[config.mk]
export PLATFORM = sky130hd
export DESIGN_NAME = bus_terminal_command_decoder_top
export DESIGN_NICKNAME = d
export VERILOG_FILES = /design/src/hdl/btcd_pkg.sv /design/src/hdl/btcd_queue.sv /design/src/hdl/btcd_front.sv /design/src/hdl/btcd_back.sv /design/src/hdl/bus_terminal_command_decoder_top.sv
export SDC_FILE = /design/constraint.sdc
export NUM_CORES = 1
export LEC_CHECK = 0
export BUFFER_PORTS_ARGS = -buffer_cell sky130_fd_sc_hd__clkbuf_2
export CORE_ASPECT_RATIO = 0.5
export CORE_UTILIZATION = 55
export CTS_BUF_LIST = sky130_fd_sc_hd__clkbuf_4 sky130_fd_sc_hd__clkbuf_8
export DETAILED_ROUTE_END_ITERATION = 8
export GPL_ROUTABILITY_DRIVEN = 0
export GPL_TIMING_DRIVEN = 0
export MAX_ROUTING_LAYER = met4
export PLACE_DENSITY_LB_ADDON = 0.05
export SETUP_SLACK_MARGIN = 0.05
export SLEW_MARGIN = 40
export SYNTH_ARGS = -nofsm -noshare
export SYNTH_HDL_FRONTEND = slang
export SYNTH_SLANG_ARGS = --single-unit
export TNS_END_PERCENT = 30
[constraint.sdc]
create_clock -name i_clk -period 6.33 [get_ports i_clk]
set_input_delay 0.9495 -clock i_clk [delete_from_list [all_inputs] [get_ports i_clk]]
set_output_delay 0.9495 -clock i_clk [all_outputs]
set_load 0.01 [all_outputs]
[src/hdl/btcd_pkg.sv]
package btcd_pkg;

    localparam logic [1:0] KIND_BUS_WORD   = 2'd0;
    localparam logic [1:0] KIND_READ_REPLY = 2'd1;
    localparam logic [1:0] KIND_POWER      = 2'd2;

    localparam logic [3:0] MODE_DIRECT_OUT   = 4'd8;
    localparam logic [3:0] MODE_DIRECT_IN    = 4'd9;
    localparam logic [3:0] MODE_MASTER_RESET = 4'd11;
    localparam logic [3:0] MODE_WRAP         = 4'd12;

    localparam logic [1:0] FN_READ         = 2'd0;
    localparam logic [1:0] FN_WRITE        = 2'd1;
    localparam logic [1:0] FN_MASTER_RESET = 2'd2;
    localparam logic [1:0] FN_POWER_LOSS   = 2'd3;

    localparam logic       OUT_MODULE_CMD = 1'b0;
    localparam logic       OUT_RESPONSE   = 1'b1;

    localparam logic [2:0] SYNC_CODE = 3'b101;

    typedef struct packed {
        logic [1:0]  kind;
        logic [31:0] bus_word;
        logic        bus_select;
        logic        last_word;
        logic [15:0] module_read_data;
        logic        power_on;
    } t_in_item;

    typedef struct packed {
        logic        out_kind;
        logic [3:0]  module_index;
        logic [4:0]  module_channel;
        logic [1:0]  module_function;
        logic [15:0] module_write_data;
        logic [24:0] response_word;
        logic        response_bus;
        logic        last_result;
    } t_out_item;

    // A job is one result, or a broadcast that the back end repeats for every module.
    typedef struct packed {
        logic      broadcast;
        t_out_item result;
    } t_job;

endpackage

[src/hdl/btcd_queue.sv]
module btcd_queue #(
    parameter int DEPTH = 4
) (
    input  logic            i_clk,
    input  logic            i_rst_n,
    input  logic            i_push,
    input  btcd_pkg::t_job  i_data,
    output logic            o_full,
    input  logic            i_pop,
    output logic            o_empty,
    output btcd_pkg::t_job  o_data
);
    import btcd_pkg::*;

    localparam int PW = (DEPTH > 1) ? $clog2(DEPTH) : 1;
    localparam int CW = $clog2(DEPTH + 1);

    t_job          r_slots [DEPTH];
    logic [PW-1:0] r_wr_ptr, n_wr_ptr;
    logic [PW-1:0] r_rd_ptr, n_rd_ptr;
    logic [CW-1:0] r_count, n_count;
    logic          wr_en, rd_en;

    assign o_full  = (r_count == CW'(DEPTH));
    assign o_empty = (r_count == '0);
    assign o_data  = r_slots[r_rd_ptr];
    assign wr_en   = i_push && !o_full;
    assign rd_en   = i_pop && !o_empty;

    always_comb begin
        n_wr_ptr = r_wr_ptr;
        n_rd_ptr = r_rd_ptr;
        n_count  = r_count;
        if (wr_en) begin
            n_wr_ptr = (r_wr_ptr == PW'(DEPTH - 1)) ? '0 : r_wr_ptr + PW'(1);
        end
        if (rd_en) begin
            n_rd_ptr = (r_rd_ptr == PW'(DEPTH - 1)) ? '0 : r_rd_ptr + PW'(1);
        end
        if (wr_en && !rd_en) begin
            n_count = r_count + CW'(1);
        end else if (rd_en && !wr_en) begin
            n_count = r_count - CW'(1);
        end
    end

    always_ff @(posedge i_clk) begin
        if (!i_rst_n) begin
            r_wr_ptr <= '0;
            r_rd_ptr <= '0;
            r_count  <= '0;
        end else begin
            r_wr_ptr <= n_wr_ptr;
            r_rd_ptr <= n_rd_ptr;
            r_count  <= n_count;
        end
    end

    always_ff @(posedge i_clk) begin
        if (wr_en) begin
            r_slots[r_wr_ptr] <= i_data;
        end
    end

    a_count_bound : assert property (@(posedge i_clk) disable iff (!i_rst_n)
        r_count <= CW'(DEPTH))
        else $error("Job queue holds more entries than its depth.");

endmodule

[src/hdl/btcd_front.sv]
module btcd_front #(
    parameter int NUM_MODULES       = 16,
    parameter int MAX_MESSAGE_WORDS = 33
) (
    input  logic                i_clk,
    input  logic                i_rst_n,
    input  logic                i_push,
    input  logic                i_full,
    input  btcd_pkg::t_in_item  i_item,
    input  logic                i_cfg_wr_en,
    input  logic [4:0]          i_cfg_wr_data,
    output logic                o_job_push,
    output btcd_pkg::t_job      o_job
);
    import btcd_pkg::*;

    localparam int WCW = $clog2(MAX_MESSAGE_WORDS + 2);

    logic [4:0]     r_terminal_address;
    logic           r_power, n_power;
    logic [WCW-1:0] r_word_count, n_word_count;
    logic [31:0]    r_command_word, n_command_word;
    logic [31:0]    r_first_data_word, n_first_data_word;
    logic           r_awaiting_reply, n_awaiting_reply;
    logic           r_reply_bus, n_reply_bus;

    logic           accept;
    logic [31:0]    cmd;
    logic [31:0]    dw;
    logic [WCW-1:0] len;
    logic           cmd_ok;
    logic           data_ok;
    logic           idx_ok;
    logic [3:0]     mode;
    t_job           job;
    logic           job_valid;

    function automatic logic [24:0] f_seal(input logic [24:0] w);
        return {w[24:1], ~^w[24:1]};
    endfunction

    assign accept = i_push && !i_full;
    assign cmd    = (r_word_count == '0) ? i_item.bus_word : r_command_word;
    assign dw     = (r_word_count == WCW'(1)) ? i_item.bus_word : r_first_data_word;
    assign len    = (r_word_count <= WCW'(MAX_MESSAGE_WORDS)) ? r_word_count + WCW'(1)
                                                             : r_word_count;
    assign mode   = cmd[18:15];
    assign cmd_ok = (cmd[24:20] == r_terminal_address) && (^cmd);
    assign idx_ok = ({1'b0, cmd[14:11]} < 5'(NUM_MODULES));
    assign data_ok = (7'(len) == 7'(cmd[5:1]) + 7'd2) && (^dw)
                     && (dw[24:20] == r_terminal_address) && (dw[3:1] == SYNC_CODE);

    always_comb begin
        n_power           = r_power;
        n_word_count      = r_word_count;
        n_command_word    = r_command_word;
        n_first_data_word = r_first_data_word;
        n_awaiting_reply  = r_awaiting_reply;
        n_reply_bus       = r_reply_bus;
        job               = '0;
        job_valid         = 1'b0;
        if (accept) begin
            case (i_item.kind)
                KIND_BUS_WORD: begin
                    if (r_power) begin
                        if (r_word_count == '0) begin
                            n_command_word = i_item.bus_word;
                        end else if (r_word_count == WCW'(1)) begin
                            n_first_data_word = i_item.bus_word;
                        end
                        n_word_count = len;
                        if (i_item.last_word) begin
                            n_word_count = '0;
                            if (len <= WCW'(MAX_MESSAGE_WORDS) && cmd_ok) begin
                                case (mode)
                                    MODE_DIRECT_OUT: begin
                                        if (data_ok && idx_ok) begin
                                            job_valid = 1'b1;
                                            job.result.module_index      = cmd[14:11];
                                            job.result.module_channel    = cmd[10:6];
                                            job.result.module_function   = FN_WRITE;
                                            job.result.module_write_data = dw[19:4];
                                        end
                                    end
                                    MODE_DIRECT_IN: begin
                                        if (idx_ok) begin
                                            job_valid = 1'b1;
                                            job.result.module_index    = cmd[14:11];
                                            job.result.module_channel  = cmd[10:6];
                                            job.result.module_function = FN_READ;
                                            n_awaiting_reply = 1'b1;
                                            n_reply_bus      = i_item.bus_select;
                                        end
                                    end
                                    MODE_MASTER_RESET: begin
                                        job_valid = 1'b1;
                                        job.broadcast = 1'b1;
                                        job.result.module_function = FN_MASTER_RESET;
                                    end
                                    MODE_WRAP: begin
                                        job_valid = 1'b1;
                                        job.result.out_kind      = OUT_RESPONSE;
                                        job.result.response_word = f_seal({r_terminal_address,
                                            1'b0, MODE_WRAP, cmd[12:1], 3'b000});
                                        job.result.response_bus  = i_item.bus_select;
                                    end
                                    default: begin
                                    end
                                endcase
                            end
                        end
                    end
                end
                KIND_READ_REPLY: begin
                    if (r_power && r_awaiting_reply) begin
                        n_awaiting_reply = 1'b0;
                        job_valid = 1'b1;
                        job.result.out_kind      = OUT_RESPONSE;
                        job.result.response_word = f_seal({r_terminal_address,
                            i_item.module_read_data, SYNC_CODE, 1'b0});
                        job.result.response_bus  = r_reply_bus;
                    end
                end
                KIND_POWER: begin
                    if (i_item.power_on) begin
                        n_power = 1'b1;
                    end else if (r_power) begin
                        n_power          = 1'b0;
                        n_word_count     = '0;
                        n_awaiting_reply = 1'b0;
                        job_valid = 1'b1;
                        job.broadcast = 1'b1;
                        job.result.module_function = FN_POWER_LOSS;
                    end
                end
                default: begin
                end
            endcase
        end
    end

    assign o_job_push = job_valid;
    assign o_job      = job;

    always_ff @(posedge i_clk) begin
        if (!i_rst_n) begin
            r_terminal_address <= '0;
            r_power            <= 1'b1;
            r_word_count       <= '0;
            r_command_word     <= '0;
            r_first_data_word  <= '0;
            r_awaiting_reply   <= 1'b0;
            r_reply_bus        <= 1'b0;
        end else begin
            if (i_cfg_wr_en) begin
                r_terminal_address <= i_cfg_wr_data;
            end
            r_power           <= n_power;
            r_word_count      <= n_word_count;
            r_command_word    <= n_command_word;
            r_first_data_word <= n_first_data_word;
            r_awaiting_reply  <= n_awaiting_reply;
            r_reply_bus       <= n_reply_bus;
        end
    end

    a_await_powered : assert property (@(posedge i_clk) disable iff (!i_rst_n)
        r_awaiting_reply |-> r_power)
        else $error("A reply is awaited while power is off.");

    a_off_no_message : assert property (@(posedge i_clk) disable iff (!i_rst_n)
        !r_power |-> (r_word_count == '0))
        else $error("Message words are held while power is off.");

endmodule

[src/hdl/btcd_back.sv]
module btcd_back #(
    parameter int NUM_MODULES = 16
) (
    input  logic                i_clk,
    input  logic                i_rst_n,
    input  logic                i_job_empty,
    input  btcd_pkg::t_job      i_job,
    output logic                o_job_pop,
    output logic                o_empty,
    input  logic                i_pop,
    output btcd_pkg::t_out_item o_item
);
    import btcd_pkg::*;

    logic      r_valid;
    t_out_item r_item;
    logic [3:0] r_index, n_index;
    logic      load;
    logic      emit;
    logic      job_last;
    t_out_item result;

    assign load     = !r_valid || i_pop;
    assign emit     = load && !i_job_empty;
    assign job_last = !i_job.broadcast || (r_index == 4'(NUM_MODULES - 1));

    always_comb begin
        result             = i_job.result;
        result.last_result = job_last;
        if (i_job.broadcast) begin
            result.module_index = r_index;
        end
        n_index = r_index;
        if (emit) begin
            n_index = job_last ? '0 : r_index + 4'd1;
        end
    end

    assign o_job_pop = emit && job_last;
    assign o_empty   = !r_valid;
    assign o_item    = r_item;

    always_ff @(posedge i_clk) begin
        if (!i_rst_n) begin
            r_valid <= 1'b0;
            r_index <= '0;
        end else begin
            if (load) begin
                r_valid <= !i_job_empty;
            end
            r_index <= n_index;
        end
    end

    always_ff @(posedge i_clk) begin
        if (emit) begin
            r_item <= result;
        end
    end

    a_index_in_broadcast : assert property (@(posedge i_clk) disable iff (!i_rst_n)
        (r_index != '0) |-> (!i_job_empty && i_job.broadcast))
        else $error("Broadcast counter runs without a broadcast job at the queue head.");

endmodule

[src/hdl/bus_terminal_command_decoder_top.sv]
// Remote terminal command decoder for a command/data word bus.
// Input channel: drive i_in_item and raise push; the transaction completes at a
// clock edge where push is high and full is low. Bus words, module read replies
// and power status updates share this channel.
// Result channel: while empty is low, o_out_item holds the oldest result; it is
// taken at a clock edge where pop is high. last_result marks the final result
// caused by one input transaction.
// The terminal address is written through i_cfg_wr_en and i_cfg_wr_data; the user
// must write it only while the block is idle, which the block itself does not enforce.
// One input transaction is accepted every cycle while full is low. Its first
// result is written into the job queue at the accepting edge and moves on into
// the result register when that register is free. A master reset or a power drop
// yields one result per module; every other transaction yields at most one, so
// the result register sets the rate at one result per cycle while pop stays high.
// A queue of decoded jobs sits between the decoder and the result register;
// when the receiver stalls it fills and full rises, and no result is lost.
// Reset clears the queue and the message state, marks power present and sets
// the terminal address to zero.
module bus_terminal_command_decoder_top #(
    parameter int NUM_MODULES       = 16,
    parameter int MAX_MESSAGE_WORDS = 33,
    parameter int QUEUE_DEPTH       = 4
) (
    input  logic                i_clk,
    input  logic                i_rst_n,
    input  logic                push,
    output logic                full,
    input  btcd_pkg::t_in_item  i_in_item,
    output logic                empty,
    input  logic                pop,
    output btcd_pkg::t_out_item o_out_item,
    input  logic                i_cfg_wr_en,
    input  logic [4:0]          i_cfg_wr_data
);
    import btcd_pkg::*;

    logic job_push;
    t_job job_in;
    logic job_pop;
    logic job_empty;
    t_job job_head;

    btcd_front #(
        .NUM_MODULES       (NUM_MODULES),
        .MAX_MESSAGE_WORDS (MAX_MESSAGE_WORDS)
    ) u_front (
        .i_clk         (i_clk),
        .i_rst_n       (i_rst_n),
        .i_push        (push),
        .i_full        (full),
        .i_item        (i_in_item),
        .i_cfg_wr_en   (i_cfg_wr_en),
        .i_cfg_wr_data (i_cfg_wr_data),
        .o_job_push    (job_push),
        .o_job         (job_in)
    );

    btcd_queue #(
        .DEPTH (QUEUE_DEPTH)
    ) u_queue (
        .i_clk   (i_clk),
        .i_rst_n (i_rst_n),
        .i_push  (job_push),
        .i_data  (job_in),
        .o_full  (full),
        .i_pop   (job_pop),
        .o_empty (job_empty),
        .o_data  (job_head)
    );

    btcd_back #(
        .NUM_MODULES (NUM_MODULES)
    ) u_back (
        .i_clk       (i_clk),
        .i_rst_n     (i_rst_n),
        .i_job_empty (job_empty),
        .i_job       (job_head),
        .o_job_pop   (job_pop),
        .o_empty     (empty),
        .i_pop       (pop),
        .o_item      (o_out_item)
    );

endmodule

Yosys cells after proc, flatten, opt, wreduce, memory -nomap -nowiden
Memories as Yosys holds them, arrays and structs flattened. A register that Yosys moved wholly into a read port is not among the register bits.
Index checks and enable logic that the tools add are counted.
{ "totals": {"reg_bits": 145, "in_bits": 63, "word_cells": 148, "n_memories": 1, "output_inout_bits": 57, "mem_bits_rw": 220} }
{ "classes": {"n_mux": 57, "n_bitwise": 1, "n_reduce_logical": 38, "magnitude_cmp": 2, "n_eq_ne": 22, "addsub": 7} }
{ "mem_list": {"columns": ["name", "words", "width", "rd", "rd_clocked_by_memory_dff", "wr", "line_no", "text"], "rows": [
  ["u_queue.r_slots", 4, 55, 1, 1, 1, "btcd_queue.sv:18", "t_job r_slots [DEPTH];"]
]} }
{ "op_table": {"columns": ["op", "count"], "rows": [
  ["$mux 55", 4],
  ["$mux 32", 2],
  ["$reduce_xor 32->1", 2],
  ["$mux 26", 2],
  ["$pmux 26 s2", 1],
  ["$reduce_xnor 24->1", 2],
  ["$mux 16", 2],
  ["$mux 6", 5],
  ["$mux 27", 1],
  ["$eq 4x4->1 const B", 5],
  ["$mux 1", 20],
  ["$pmux 9 s2", 1],
  ["$logic_and 1x1->1", 13],
  ["$le 6x6->1 const B", 2],
  ["$mux 2", 6],
  ["$pmux 6 s2", 1],
  ["$eq 5x5->1", 2],
  ["$mux 9", 1],
  ["$reduce_and 9->1", 1],
  ["$mux 4", 2],
  ["$ne 2x1->1 const B", 4],
  ["$pmux 2 s2", 2],
  ["$eq 6x7->1", 1],
  ["$add 5x2->6 const B", 1],
  ["other kinds (27)", 44]
]} }

Depth between registers and ports, before layout
{ "depth": {"word_depth": 19, "depth_mapped": 21} }

Hierarchy
A second synthesis with hierarchy kept.
{ "unflattened": {"hier_cells": 1165, "area_unflattened_um2": 16457.0} }
{ "modules_own_cells": {"columns": ["module", "area_each_um2", "instances", "cells_each"], "rows": [
  ["btcd_queue", 8590.7, 1, 343],
  ["btcd_front", 5891.9, 1, 733],
  ["btcd_back", 1974.4, 1, 89]
]} }

Worst setup path before layout
Ideal clock, no wire load.
{ "synth_timing": {"path_type": "input to register", "start": "input port pop", "end": "register u_queue.r_count[2]", "arrival_time_ns": 5.650, "required_ns": 6.260, "stages": 9, "path_slack_ns": 0.610, "path_cell_list": "inv_1 > a21oi_1 > nand2_1 > ha_1 > inv_1 > fa_1 > xor2_1 > or3_1 > a21oi_1"} }
{ "synth_between": {"elab_chain_len": 7, "word_cells_on_any_way": 9} }
{ "synth_lines": {"columns": ["item", "line_no", "text"], "rows": [
  ["start, declared", "bus_terminal_command_decoder_top.sv:30", "input logic pop,"],
  ["$logic_or 1x1->1 (*)", "btcd_back.sv:23", "assign load = !r_valid || i_pop;"],
  ["$logic_and 1x1->1 (*)", "btcd_back.sv:24", "assign emit = load && !i_job_empty;"],
  ["net u_back.emit", "btcd_back.sv:19", "logic emit;"],
  ["$logic_and 1x1->1 (*)", "btcd_back.sv:39", "assign o_job_pop = emit && job_last;"],
  ["$logic_and 1x1->1 (*)", "btcd_queue.sv:28", "assign rd_en = i_pop && !o_empty;"],
  ["$logic_not 1->1", "btcd_queue.sv:40", "if (wr_en && !rd_en) begin"],
  ["$logic_and 1x1->1", "btcd_queue.sv:40", null],
  ["$mux 3 or $reduce_bool 2->1 (tied branches)", null, null],
  ["end signal, assigned", "btcd_queue.sv:55", "r_count <= n_count;"],
  ["end, declared", "btcd_queue.sv:21", "logic [CW-1:0] r_count, n_count;"]
]} }
Mark *: on every way through the listed nets, which the timed path passes. The rest lies on a longest branch.
A chain may end at the register's enable or synchronous reset.

Worst setup path in the final report
{ "layout_timing": {"start": "register u_front.r_word_count[3]", "end": "register u_queue.r_count[2]"} }
{ "layout_between": {"elab_chain_len": 18, "word_cells_on_any_way": 38} }
{ "layout_lines": {"columns": ["item", "line_no", "text"], "rows": [
  ["start, declared", "btcd_front.sv:21", "logic [WCW-1:0] r_word_count, n_word_count;"],
  ["start signal, assigned", "btcd_front.sv:159", "r_word_count <= n_word_count;"],
  ["$logic_not 6->1", "btcd_front.sv:43", "assign cmd = (r_word_count == '0) ? i_item.bus_word : r_command_word;"],
  ["$mux 32", "btcd_front.sv:43", null],
  ["$add 5x2->6", "btcd_front.sv:50", "assign data_ok = (7'(len) == 7'(cmd[5:1]) + 7'd2) && (^dw)"],
  ["$eq 6x7->1", "btcd_front.sv:50", null],
  ["$logic_and 1x1->1", "btcd_front.sv:50", null],
  ["$logic_and 1x1->1 (2 in a row)", "btcd_front.sv:51", "&& (dw[24:20] == r_terminal_address) && (dw[3:1] == SYNC_CODE);"],
  ["$mux 1", "btcd_front.sv:77", "if (data_ok && idx_ok) begin"],
  ["$pmux 1 s2", "btcd_front.sv:75", "case (mode)"],
  ["[... 2 more ...]", null, null],
  ["$mux 1 (*)", "btcd_front.sv:65", "if (r_power) begin"],
  ["$pmux 1 s3 (*)", "btcd_front.sv:63", "case (i_item.kind)"],
  ["$mux 1 (*)", "btcd_front.sv:62", "if (accept) begin"],
  ["$logic_and 1x1->1 (*)", "btcd_queue.sv:27", "assign wr_en = i_push && !o_full;"],
  ["net u_queue.wr_en", "btcd_queue.sv:22", "logic wr_en, rd_en;"],
  ["$logic_not 1->1", "btcd_queue.sv:42", "end else if (rd_en && !wr_en) begin"],
  ["$logic_and 1x1->1", "btcd_queue.sv:42", null],
  ["$reduce_bool 2->1 (no source line)", null, null]
]} }
Marked as above.

==> impl_metrics.toml <==
[die]
core_region_area_um2 = 27800
die_w_um = 240
ios = 120
starting_density_of_the_core_pct = 56.2
placementRows = 43
die_h_um = 121
die_area_um2 = 29100

[flow_run]
max_cap_violations = 0

[placement]
pre_cts_ws_ns = 0.575
dp_cells = 1646
dpl.hpwl_mm = 25.9
io_buffer_count = 114

[timing]
highest_clock_rate_ghz = 0.174
fin_crit_ns = 5.76
clock-skew-final_ns = 0.0363
relSlewSlack_pct = 47.6
hold_viol_final = 0
final_min_period_over_clock_period_pct = 91.0
final-setup-viol-count = 0
slew_viol_final = 0
fin_ws_ns = 0.568
tns_ns = 0
grt_setup_unrepaired = "false"
worst_pin_slew_ns = 0.780

[routing]
post-route-drc-count = 0
drt_iter0_drc = 873
num_vias = 9726
routedWlPerCell_um = 21.0
drt_wl_total_mm = 36.6
drt-pass1-iter-count = 4
drt.antenna.violating_nets = 0
via_per_inst = 5.59

[final_layout]
finish.net_count = 1397
final_layout_size_suffix_gt1_share_pct = 22.8
area_delta_synth_final_pct = 15.0
final_cells = 1740
insertedDiodeCount = 0
final_util_pct = 64.6

[grt]
grt_util_all_layers_pct = 26.9
global_route.overflow_total = 0
first_global_vias = 9709
antenna_found_initial = 0
grt_max_degree = 34
grt_first_pass_wirelength_mm = 56.0

[clocking]
clock_latency_at_the_later_pin_of_the_worst_skew_pair_ns = 0.62
post_cts_hold_buffer_count = 0
cts_post_setup_buffers_inserted = 0
cts.reportedPaths.clkPinSlew_ns = 0.06
htreeDepth = 2
cts_resized = 0
clk_path_buf_depth = 3
cts_tree = "yes"
cts-buffers-inserted = 50
cts.sinks = 362
cts_root_buffer = "sky130_fd_sc_hd__clkbuf_8"

[yosys]
synthesis.instances = 1140
synth_edf_count = 270
synthTopCellsByArea = "sky130_fd_sc_hd__edfxtp_1, sky130_fd_sc_hd__dfxtp_1, sky130_fd_sc_hd__mux4_2"
yosysSeqAreaShare_pct = 63.8
synthMostInstantiatedCell = "sky130_fd_sc_hd__edfxtp_1"
synth_top_cell_by_area = "sky130_fd_sc_hd__edfxtp_1"
ys_seq_elements = 362
synthesis.area_per_instance_um2 = 13.7
leading_cell_types_by_count_after_synthesis = "sky130_fd_sc_hd__edfxtp_1, sky130_fd_sc_hd__nand2_1, sky130_fd_sc_hd__xnor2_1"
synth_top_area_share_pct = 52.0
synth_area_um2 = 15600
async_reset_ff_share_pct = 0
post_syn_nets = 1221
synth.distinct_cells = 61
ys_dominant_reg_cell = "sky130_fd_sc_hd__edfxtp_1"
synth_warnings = 0

[pwr]
power.leakage_nw = 6.19
power_density_nw_per_um2 = 353
total_power_mw = 6.33
worst_voltage_drop_across_the_vdd_grid_v = 0.000174

[worst_setup_path]
reg2reg_slack_ns = 0.57
critical_path.startpoint = "u_front.r_word_count[3]"
critPathLaunchType = "flip-flop"
reg2reg_depth = 21
endpoint = "u_queue.r_count[2]"
kind_of_capture_point_of_the_worst_setup_path = "flip-flop"
crit_type = "reg2reg"
critical_path.max_fanout = 10
worst_r2r_startpoint = "u_front.r_word_count[3]"
critical_path_required_ns = 6.85
cp_data_arrival_time_ns = 6.28
r2r-end = "u_queue.r_count[2]"

[run_status]
status = "complete, no violations"

[worst_hold_path]
hp-class = "reg2reg"
## cells in the final DEF, fill, tap and decap left out, types with 3 or more instances in the layout
master	n
sky130_fd_sc_hd__nand4_1	5
sky130_fd_sc_hd__clkinv_2	4
sky130_fd_sc_hd__nand2_1	160
sky130_fd_sc_hd__nand3b_1	5
sky130_fd_sc_hd__and2_4	4
sky130_fd_sc_hd__ha_1	17
sky130_fd_sc_hd__a22oi_1	13
sky130_fd_sc_hd__or3_1	3
sky130_fd_sc_hd__clkbuf_4	28
sky130_fd_sc_hd__mux2i_1	29
sky130_fd_sc_hd__xor2_1	25
sky130_fd_sc_hd__dfxtp_1	92
sky130_fd_sc_hd__clkbuf_1	41
sky130_fd_sc_hd__nor2b_1	3
sky130_fd_sc_hd__mux2_2	9
sky130_fd_sc_hd__nand2b_1	3
sky130_fd_sc_hd__o21ai_0	7
sky130_fd_sc_hd__mux4_2	54
sky130_fd_sc_hd__nor3_1	6
sky130_fd_sc_hd__clkbuf_2	118
sky130_fd_sc_hd__and3_1	6
sky130_fd_sc_hd__buf_8	4
sky130_fd_sc_hd__buf_12	5
sky130_fd_sc_hd__a211oi_1	12
sky130_fd_sc_hd__clkbuf_8	56
sky130_fd_sc_hd__and2_1	9
sky130_fd_sc_hd__a21oi_1	95
sky130_fd_sc_hd__nor2_1	69
sky130_fd_sc_hd__xnor3_1	3
sky130_fd_sc_hd__buf_2	5
sky130_fd_sc_hd__nor4_1	3
sky130_fd_sc_hd__edfxtp_1	270
sky130_fd_sc_hd__nand3_1	9
sky130_fd_sc_hd__inv_1	26
sky130_fd_sc_hd__xnor2_1	106
## through the flow
step           hold slack, ns  area (µm²)
4_1_cts                 0.468       17900
3_3_place_gp            0.455       16600
2_1_floorplan           0.443       15600
6_report                0.464       17900
3_5_place_dp            0.459       16900
5_1_grt                 0.487       17900
## worst min-delay path by stage
| stage | start | endpoint | slack, ns | depth (start not counted) |
|---|---|---|---|---|
| global route | u_front.r_first_data_word[30] | u_front.r_first_data_word[30] | 0.49 | 2 |
| detailed placement | u_front.r_command_word[28] | u_front.r_command_word[28] | 0.46 | 2 |
| finish | u_front.r_first_data_word[25] | u_front.r_first_data_word[25] | 0.46 | 2 |
| global placement | u_front.r_first_data_word[30] | u_front.r_first_data_word[30] | 0.45 | 2 |
| floorplan | u_front.r_first_data_word[31] | u_front.r_first_data_word[31] | 0.44 | 2 |
| CTS | u_front.r_first_data_word[25] | u_front.r_first_data_word[25] | 0.47 | 2 |
## worst max-delay path, stage by stage, from the launching register on
cell and delay, ns:
sky130_fd_sc_hd__dfxtp_1 0.30, sky130_fd_sc_hd__buf_4 0.16, sky130_fd_sc_hd__nor4_4 0.50, sky130_fd_sc_hd__and2_1 0.22
sky130_fd_sc_hd__buf_6 0.16, sky130_fd_sc_hd__buf_6 0.17, sky130_fd_sc_hd__clkbuf_1 0.58, sky130_fd_sc_hd__mux2_2 0.42
sky130_fd_sc_hd__ha_1 0.23, sky130_fd_sc_hd__o21ai_2 0.07, sky130_fd_sc_hd__xnor3_1 0.36, sky130_fd_sc_hd__nor4_2 0.15
sky130_fd_sc_hd__o2111a_1 0.23, sky130_fd_sc_hd__a21oi_1 0.09, sky130_fd_sc_hd__o31a_1 0.31, sky130_fd_sc_hd__nor2_1 0.29
sky130_fd_sc_hd__ha_1 0.27, sky130_fd_sc_hd__inv_1 0.08, sky130_fd_sc_hd__fa_1 0.43, sky130_fd_sc_hd__xor2_1 0.18
sky130_fd_sc_hd__or3_1 0.30, sky130_fd_sc_hd__a21oi_1 0.16
## sequential cells by signal, summed over array words and instances (netlist names), 2 cells and up, named ones only
| register | cells |
|---|---|
| u_front.r_terminal_address | 5 |
| u_front.r_command_word | 32 |
| u_queue.r_slots | 216 |
| u_back.o_item | 54 |
| u_back.r_index | 4 |
| u_front.r_word_count | 6 |
| u_queue.r_count | 3 |
| u_front.r_first_data_word | 32 |
| u_queue.r_wr_ptr | 2 |
| u_queue.r_rd_ptr | 2 |
## final cells by class
class	count	area, µm²
Timing Repair Buffer	124	758
Fill cell	2143	9820
Clock buffer	84	981
Tap cell	382	478
Sequential cell	362	9950
Clock inverter	10	95.1
Buffer	56	244
Multi-Input combinational cell	696	5340
Inverter	26	97.6
## routing by layer
metal,routed length [µm],track usage (%),part of all wire [%],up-vias
li1,-,-,-,4513
met3,2920,6.98,8.0,53
met2,16600,40.0,45,303
met4,732,7.44,2.0,0
met5,0,-,0,-
met1,16400,36.9,45,4857
## report_power, final
group / internal [mW] / total, mW / switching, mW
sequential: 2.87 / 2.96 / 0.0904
clock: 1.03 / 1.91 / 0.887
combinational: 0.627 / 1.46 / 0.830
## cell families after synthesis
group / count (synthesis) / synth area share, %
flip-flops: 362 / 63.8
AND/OR/NAND/NOR: 301 / 8.65
AO/OA/AOI/OAI: 148 / 5.59
XOR/XNOR: 136 / 8.00
multiplexers: 92 / 10.3
buffers and inverters: 82 / 2.15
adder cells (fa/ha/maj): 18 / 1.49
other: 1 / 0.0240
(Power assumes the default switching activity.)
